===== src/ops_pkg.sv =====
// ----------------------------------------------------------------------------
// ops_pkg: shared definitions for the outline point stream splitter
// Widths, run store geometry, register indexes and the squaring unit command.
// ----------------------------------------------------------------------------
package ops_pkg;

  // Run store geometry.
  localparam int CORNER_CAP = 16;
  localparam int RUN_DEPTH  = CORNER_CAP + 1;
  localparam int IDX_W      = $clog2(RUN_DEPTH);
  localparam int LEN_W      = $clog2(CORNER_CAP + 2);
  localparam int MIN_POLY   = 3;

  // Field widths.
  localparam int COORD_W  = 32;
  localparam int POINT_W  = 3 * COORD_W;
  localparam int NUM_W    = 5;
  localparam int RADIUS_W = 16;
  localparam int LIMIT_W  = 5;
  localparam int IN_DATA_W  = 96;
  localparam int OUT_DATA_W = 104;

  // Squaring unit widths.
  localparam int SQ_W   = 16;
  localparam int PROD_W = 2 * SQ_W;

  // Configuration port.
  localparam int CFG_IDX_W  = 1;
  localparam int CFG_DATA_W = 16;

  typedef enum logic [CFG_IDX_W-1:0] {
    CFG_CLOSE_RADIUS = 1'b0,
    CFG_CORNER_LIMIT = 1'b1
  } cfg_index_t;

  localparam logic [RADIUS_W-1:0] CLOSE_RADIUS_RESET = 16'd256;
  localparam logic [LIMIT_W-1:0]  CORNER_LIMIT_RESET = 5'd16;

  // Input opcodes carried in the slave tuser.
  localparam logic OP_POINT = 1'b0;
  localparam logic OP_FLUSH = 1'b1;

  // Command to the shared squaring unit.
  typedef struct packed {
    logic            en;
    logic [SQ_W-1:0] operand;
  } sq_cmd_t;

endpackage


===== src/outline_point_stream_splitter_top.sv =====
// ----------------------------------------------------------------------------
// outline_point_stream_splitter_top: cuts a corner point stream into polygons
// Sequence: a corner point has the radius squared, then each stored corner is
// scanned (read, difference, two squarings, compare), and the point is appended.
// A new request is taken only in idle, once the previous one is done; an emitted
// polygon is read out corner by corner while the output is drained.
// Reset: synchronous; clears the run length and handshakes, loads register defaults.
// ----------------------------------------------------------------------------
module outline_point_stream_splitter_top (
  input  logic                               clk,
  input  logic                               rst,
  // Configuration write channel.
  input  logic                               cfg_valid,
  output logic                               cfg_ready,
  input  logic [ops_pkg::CFG_IDX_W-1:0]      cfg_index,
  input  logic [ops_pkg::CFG_DATA_W-1:0]     cfg_data,
  // Input points.
  input  logic                               s_tvalid,
  output logic                               s_tready,
  input  logic [ops_pkg::IN_DATA_W-1:0]      s_tdata,  // point_x, point_y, point_z
  input  logic                               s_tuser,  // opcode
  // Output corners.
  output logic                               m_tvalid,
  input  logic                               m_tready,
  // corner_x, corner_y, corner_z, corner_number, zero fill
  output logic [ops_pkg::OUT_DATA_W-1:0]     m_tdata,
  output logic                               m_tlast,  // last_corner
  output logic                               m_tuser   // unclosed
);

  localparam int CW = ops_pkg::COORD_W;

  typedef enum logic [3:0] {
    S_IDLE,
    S_RSQ,
    S_RSQW,
    S_RD,
    S_DIF,
    S_SQX,
    S_SQY,
    S_CMP,
    S_APP,
    S_EMRD,
    S_EMLD
  } state_t;

  state_t state;

  logic [ops_pkg::RADIUS_W-1:0] close_radius;
  logic [ops_pkg::LIMIT_W-1:0]  corner_limit;
  logic [ops_pkg::LEN_W-1:0]    run_len;
  logic [ops_pkg::LEN_W-1:0]    idx;
  logic [ops_pkg::LEN_W-1:0]    limit;
  logic [CW-1:0]                px, py, pz;
  logic [ops_pkg::PROD_W-1:0]   rsq;
  logic [ops_pkg::PROD_W-1:0]   sumx;
  logic [ops_pkg::SQ_W-1:0]     adx, ady;
  logic                         far;
  logic [ops_pkg::IDX_W-1:0]    em_idx, em_end, em_base;
  logic                         em_unclosed;

  logic                         ram_we, ram_re;
  logic [ops_pkg::IDX_W-1:0]    ram_raddr;
  logic [ops_pkg::POINT_W-1:0]  ram_rdata;
  ops_pkg::sq_cmd_t             sq_cmd;
  logic [ops_pkg::PROD_W-1:0]   sq_prod;

  logic signed [CW:0]           dx, dy;
  logic [CW:0]                  mag_x, mag_y;
  logic [ops_pkg::PROD_W:0]     dist_sq;
  logic                         close_hit;
  logic [ops_pkg::LEN_W-1:0]    tail_cnt;
  logic                         out_free;

  assign cfg_ready = 1'b1;
  assign s_tready  = (state == S_IDLE);
  assign out_free  = !m_tvalid || m_tready;

  // Saturate the corner limit at the store capacity.
  always_comb begin
    if (32'(corner_limit) > 32'(ops_pkg::CORNER_CAP)) begin
      limit = ops_pkg::LEN_W'(ops_pkg::CORNER_CAP);
    end else begin
      limit = ops_pkg::LEN_W'(corner_limit);
    end
  end

  // Planar difference against the stored corner just read.
  always_comb begin
    dx    = $signed({px[CW-1], px}) - $signed({ram_rdata[CW-1], ram_rdata[CW-1:0]});
    dy    = $signed({py[CW-1], py}) -
            $signed({ram_rdata[2*CW-1], ram_rdata[2*CW-1:CW]});
    mag_x = dx[CW] ? (CW+1)'(-dx) : (CW+1)'(dx);
    mag_y = dy[CW] ? (CW+1)'(-dy) : (CW+1)'(dy);
  end

  // Distance compare: the second square arrives from the unit in S_CMP.
  assign dist_sq   = {1'b0, sumx} + {1'b0, sq_prod};
  assign close_hit = !far && (dist_sq < {1'b0, rsq});
  assign tail_cnt  = run_len - idx;

  // Store and squaring unit control.
  always_comb begin
    ram_we         = (state == S_APP);
    ram_re         = (state == S_RD) || (state == S_EMRD);
    ram_raddr      = (state == S_RD) ? idx[ops_pkg::IDX_W-1:0] : em_idx;
    sq_cmd.en      = (state == S_RSQ) || (state == S_SQX) || (state == S_SQY);
    sq_cmd.operand = close_radius;
    if (state == S_SQX) begin
      sq_cmd.operand = adx;
    end else if (state == S_SQY) begin
      sq_cmd.operand = ady;
    end
  end

  ops_ram #(
    .WIDTH(ops_pkg::POINT_W),
    .DEPTH(ops_pkg::RUN_DEPTH)
  ) u_run_ram (
    .clk  (clk),
    .we   (ram_we),
    .waddr(run_len[ops_pkg::IDX_W-1:0]),
    .wdata({pz, py, px}),
    .re   (ram_re),
    .raddr(ram_raddr),
    .rdata(ram_rdata)
  );

  ops_sq_unit u_sq (
    .clk (clk),
    .cmd (sq_cmd),
    .prod(sq_prod)
  );

  // Sequencer, configuration registers and output register.
  always_ff @(posedge clk) begin
    if (rst) begin
      state        <= S_IDLE;
      close_radius <= ops_pkg::CLOSE_RADIUS_RESET;
      corner_limit <= ops_pkg::CORNER_LIMIT_RESET;
      run_len      <= '0;
      m_tvalid     <= 1'b0;
    end else begin
      if (cfg_valid && cfg_ready) begin
        unique case (cfg_index)
          ops_pkg::CFG_CLOSE_RADIUS: close_radius <= cfg_data;
          ops_pkg::CFG_CORNER_LIMIT: corner_limit <= cfg_data[ops_pkg::LIMIT_W-1:0];
          default: ;
        endcase
      end

      // A taken corner is released unless the next one is loaded right away.
      if (m_tvalid && m_tready && state != S_EMLD) begin
        m_tvalid <= 1'b0;
      end

      unique case (state)
        S_IDLE: begin
          if (s_tvalid) begin
            px  <= s_tdata[CW-1:0];
            py  <= s_tdata[2*CW-1:CW];
            pz  <= s_tdata[3*CW-1:2*CW];
            idx <= '0;
            if (s_tuser == ops_pkg::OP_FLUSH) begin
              // End of list flushes a run of three or more.
              run_len     <= '0;
              em_idx      <= '0;
              em_base     <= '0;
              em_end      <= ops_pkg::IDX_W'(run_len - 1'b1);
              em_unclosed <= 1'b1;
              state       <= (32'(run_len) >= 32'(ops_pkg::MIN_POLY)) ? S_EMRD : S_IDLE;
            end else begin
              state <= S_RSQ;
            end
          end
        end
        S_RSQ: begin
          state <= S_RSQW;
        end
        S_RSQW: begin
          rsq   <= sq_prod;
          state <= (run_len == '0) ? S_APP : S_RD;
        end
        S_RD: begin
          state <= S_DIF;
        end
        S_DIF: begin
          adx   <= mag_x[ops_pkg::SQ_W-1:0];
          ady   <= mag_y[ops_pkg::SQ_W-1:0];
          far   <= (|mag_x[CW:ops_pkg::SQ_W]) || (|mag_y[CW:ops_pkg::SQ_W]);
          state <= S_SQX;
        end
        S_SQX: begin
          state <= S_SQY;
        end
        S_SQY: begin
          sumx  <= sq_prod;
          state <= S_CMP;
        end
        S_CMP: begin
          if (close_hit) begin
            // Closed: emit from the matching corner on, if long enough.
            run_len     <= '0;
            em_idx      <= idx[ops_pkg::IDX_W-1:0];
            em_base     <= idx[ops_pkg::IDX_W-1:0];
            em_end      <= ops_pkg::IDX_W'(run_len - 1'b1);
            em_unclosed <= 1'b0;
            state <= (32'(tail_cnt) >= 32'(ops_pkg::MIN_POLY)) ? S_EMRD : S_IDLE;
          end else if (idx + 1'b1 == run_len) begin
            state <= S_APP;
          end else begin
            idx   <= idx + 1'b1;
            state <= S_RD;
          end
        end
        S_APP: begin
          // The point is written this cycle; flush the run if it is over limit.
          if (run_len + 1'b1 > limit) begin
            run_len     <= '0;
            em_idx      <= '0;
            em_base     <= '0;
            em_end      <= run_len[ops_pkg::IDX_W-1:0];
            em_unclosed <= 1'b1;
            state       <= S_EMRD;
          end else begin
            run_len <= run_len + 1'b1;
            state   <= S_IDLE;
          end
        end
        S_EMRD: begin
          state <= S_EMLD;
        end
        S_EMLD: begin
          if (out_free) begin
            m_tvalid <= 1'b1;
            m_tdata  <= {3'b000, ops_pkg::NUM_W'(em_idx - em_base), ram_rdata};
            m_tlast  <= (em_idx == em_end);
            m_tuser  <= em_unclosed;
            em_idx   <= em_idx + 1'b1;
            state    <= (em_idx == em_end) ? S_IDLE : S_EMRD;
          end
        end
        default: state <= S_IDLE;
      endcase
    end
  end

  // The run never grows past the store capacity between requests.
  a_len_cap: assert property (@(posedge clk) disable iff (rst)
    state == S_IDLE |-> 32'(run_len) <= 32'(ops_pkg::CORNER_CAP))
    else $error("run length above capacity");

  // An end-of-list request always leaves an empty run.
  a_flush_clears: assert property (@(posedge clk) disable iff (rst)
    s_tvalid && s_tready && s_tuser == ops_pkg::OP_FLUSH |=> run_len == '0)
    else $error("end of list did not clear the run");

  // A closed polygon ends on its third corner or later.
  a_closed_len: assert property (@(posedge clk) disable iff (rst)
    m_tvalid && m_tlast && !m_tuser |-> m_tdata[100:96] >= 5'd2)
    else $error("closed polygon shorter than three corners");

  // Emission never walks past the last corner of the polygon.
  a_em_range: assert property (@(posedge clk) disable iff (rst)
    state == S_EMRD || state == S_EMLD |-> em_idx <= em_end)
    else $error("emission index past the end");

endmodule


===== src/ops_ram.sv =====
// ----------------------------------------------------------------------------
// ops_ram: generic single write, single read RAM
// One write port and one read port with a registered, enabled read.
// ----------------------------------------------------------------------------
module ops_ram #(
  parameter int WIDTH = 8,
  parameter int DEPTH = 16
) (
  input  logic                     clk,
  input  logic                     we,
  input  logic [$clog2(DEPTH)-1:0] waddr,
  input  logic [WIDTH-1:0]         wdata,
  input  logic                     re,
  input  logic [$clog2(DEPTH)-1:0] raddr,
  output logic [WIDTH-1:0]         rdata
);

  logic [WIDTH-1:0] mem [DEPTH];

  // Write port and registered read port.
  always_ff @(posedge clk) begin
    if (we) begin
      mem[waddr] <= wdata;
    end
    if (re) begin
      rdata <= mem[raddr];
    end
  end

endmodule


===== src/ops_sq_unit.sv =====
// ----------------------------------------------------------------------------
// ops_sq_unit: shared squaring unit
// Squares a 16-bit magnitude; the product is registered and valid in the cycle
// after the command.
// ----------------------------------------------------------------------------
module ops_sq_unit (
  input  logic                      clk,
  input  ops_pkg::sq_cmd_t          cmd,
  output logic [ops_pkg::PROD_W-1:0] prod
);

  // Registered product, held until the next command.
  always_ff @(posedge clk) begin
    if (cmd.en) begin
      prod <= ops_pkg::PROD_W'(cmd.operand) * ops_pkg::PROD_W'(cmd.operand);
    end
  end

endmodule

===== config.mk =====
export PLATFORM = sky130hd
export DESIGN_NAME = outline_point_stream_splitter_top
export DESIGN_NICKNAME = d
export VERILOG_FILES = /design/src/ops_pkg.sv /design/src/outline_point_stream_splitter_top.sv /design/src/ops_ram.sv /design/src/ops_sq_unit.sv
export SDC_FILE = /design/constraint.sdc
export NUM_CORES = 2
export LEC_CHECK = 0
export ABC_AREA = 0
export BUFFER_PORTS_ARGS = -buffer_cell sky130_fd_sc_hd__buf_4
export CORE_ASPECT_RATIO = 0.6
export CORE_UTILIZATION = 40
export CTS_CLUSTER_SIZE = 28
export DETAILED_ROUTE_END_ITERATION = 12
export RECOVER_POWER = 100
export SLEW_MARGIN = 20
export SYNTH_ARGS = -nofsm -noshare
export SYNTH_HDL_FRONTEND = slang
export SYNTH_HIERARCHICAL = 1
export SYNTH_SLANG_ARGS = --single-unit

===== constraint.sdc =====
create_clock -name clk -period 30.5 [get_ports clk]
set_input_delay 6.1 -clock clk [delete_from_list [all_inputs] [get_ports clk]]
set_output_delay 6.1 -clock clk [all_outputs]
set_load 0.02 [all_outputs]

==> impl_metrics.yaml <==
cells_and_area:
  area_growth_pct: 10.7
  fin_cells: 9089
  postLayoutCellArea_sq_um: 104000
  drive_gt1_frac: 0.129
  layout.nets: 6343
timing:
  rsz0062_at_grt: "false"
  tightest_slew_ns: 9.59
  clock_skew_ns: 0.0823
  tns_ns: 0
  hold_slack_ns: 0.384
  period_needed_ns: 17.09
  final-max-slew-violation-count: 2364
  max_freq_ghz: 0.0585
  setup_viol: 0
  relSlewSlack: -5.39
  finalCritPeriodShare: 0.560
  hold_viol: 0
min_path:
  hp-start: "u_run_ram/rdata[77]"
  hold_path_class: "register to register"
  hold-path-cell-count: 0
  whs_endpoint: "m_tdata[77]"
cts:
  cts_tree: "built"
  clk_pin_slew_ns: 0.07
  post_cts_resized: 0
  clk_latency_ns: 0.87
  cts_buffer_depth: 4
  root_buffer: "clkbuf_16"
  numCtsBuffers: 200
  cts_sinks: 2107
  cts_setup_buffers: 0
  holdBufCountCts: 0
  cts-htree-levels: 4
global_routing:
  grt_pass1_vias: 49700
  grt_max_degree: 104
  antenna_found_initial: 4
  grt_usage: 0.196
  grt_pass1_wl_mm: 344
  grt-ovfl-total: 0
yosys:
  synthTopCellsByCount: "2076 x edfxtp_1, 417 x inv_1, 308 x mux4_2"
  synth_top_flop_cell: "edfxtp_1"
  yosys-top-cells-area: "edfxtp_1 66%, mux4_2 7.4%, fa_1 3.5%, ha_1 3.3%, mux4_1 2.1%"
  ys_seq_elements: 2107
  ys_seq_area_frac: 0.668
  synthCells: 5525
  synth_area_sq_um: 94300
  synth_warnings: 6
  synth_top_area_frac: 0.661
  ys_types: 118
  yosysTopAreaCell: "edfxtp_1"
  synth_area_per_cell_sq_um: 17.1
  synth_most_common_cell: "edfxtp_1"
  async_flop_share: 0
  synth-edff-count: 2076
die:
  fp.dieH_um: 378
  initial_core_util: 0.404
  fp.coreArea_sq_um: 233000
  dieWidth_um: 629
  num_rows: 137
  io-pin-count: 228
  die_area_sq_um: 238000
power_and_ir_drop:
  power.leakage_nw: 35.7
  power_mw: 6.03
  power_density_nw_per_um2: 57.8
  ir_drop_mv: 0.0427
place:
  dpl.hpwl_mm: 138
  io_buffers: 223
  place_area_sq_um: 99200
  gp_congestion: 0.898
  dpl.cell_count: 8734
worst_setup_path:
  worstSetupPathType: "register to register"
  r2r_cells: 10
  required_ns: 31.01
  r2r_slack_ns: 13.41
  r2r-start: "state[3]"
  cp.arrival_ns: 17.60
  r2r_end: "u_run_ram/rdata[64]"
  worstSetupStartpointType: "register"
  worstPathMaxFanout: 100
  end_kind: "register"
route:
  drt-vias-per-instance: 5.60
  drc: 0
  drtAntennaViolNets: 0
  vias: 50900
  wl_per_cell_um: 26.1
  dr.pass1.iters: 6
  wl_mm: 238
  drt_iter0_markers: 5332
run:
  max_cap_violations: 49
run_status:
  outcome: "finished with violations"
  violations: "max-capacitance violations, max-slew violations"
critical path: stages, from the launching register on:
cell,delay (ns)
dfxtp_1,0.65
nand2b_1,0.36
nor2_1,0.29
o21ai_0,2.36
clkbuf_1,6.41
clkbuf_1,1.89
clkbuf_1,2.70
buf_4,0.93
mux4_2,0.60
o22ai_1,0.17
a221oi_1,0.17
stage by stage:
step                setup WS [ns]  utilization
floorplan                   16.22            -
global placement            22.26        0.425
detailed placement          22.23        0.425
CTS                         22.21        0.452
global route                12.11        0.447
finish                      13.41        0.447
cells by family (layout without fill, tap and decap cells):
logic type      after synthesis  after routing  share of synthesized area
xor+xnor                    171            171                     0.0160
compound gates              790            790                     0.0585
flops                      2107           2107                      0.668
fa+ha+maj                   415            415                     0.0684
mux                         511            511                      0.108
other cells                   3              6                   0.000119
simple gates                876            876                     0.0451
buf+inv                     652           1086                     0.0356
worst max path at each step:
stage,from,endpoint,cells past startpoint
2_1_floorplan,rst,idx[0],2
3_3_place_gp,rst,py[21],4
3_5_place_dp,rst,py[29],4
4_1_cts,state[3],s_tready,4
5_1_grt,state[3],u_run_ram/rdata[67],10
6_report,state[3],u_run_ram/rdata[64],10
layout make-up:
class | instances | area (sq um)
multi-input cells | 2768 | 28000
clock inverters | 109 | 1030
inverters | 418 | 1580
well taps | 3127 | 3910
flip-flops and latches | 2107 | 63000
diodes | 1 | 2.50
repair buffers | 314 | 1560
fillers | 20100 | 129000
clock buffers | 245 | 5300
registers in the layout, summed over array words and instances (netlist names), 16 cells and up:
| signal | cells |
|---|---|
| u_run_ram/mem | 1632 |
| m_tdata | 101 |
| u_run_ram/rdata | 96 |
| px | 32 |
| py | 32 |
| pz | 32 |
| rsq | 32 |
| sumx | 32 |
| u_sq/prod | 31 |
| adx | 16 |
| ady | 16 |
| close_radius | 16 |
layer usage:
metal	part of all wire	wire length (um)	track usage
met5	0	0	0
met1	0.47	112000	0.303
met2	0.44	105000	0.295
met3	0.067	15900	0.0283
met4	0.019	4580	0.0404
power breakdown:
group	internal, mW	switching [mW]
Sequential	3.19	0.0342
Combinational	0.133	0.212
Clock	1.39	1.07
Total	4.71	1.32
placed cells by master (no fill, tap or decap), types with 38 or more instances in the layout:
master,n
a21o_1,67
a21oi_1,160
a221oi_1,103
and2_1,49
buf_4,52
clkbuf_1,255
clkbuf_16,204
clkbuf_4,40
clkinv_1,38
edfxtp_1,2076
fa_1,167
ha_1,248
inv_1,417
mux2i_1,119
mux4_1,76
mux4_2,308
nand2_1,253
nand3_1,70
nor2_1,243
nor3_1,42
o21ai_0,105
o22ai_1,104
xnor2_1,117
xor2_1,53
(Power assumes the default switching activity.)
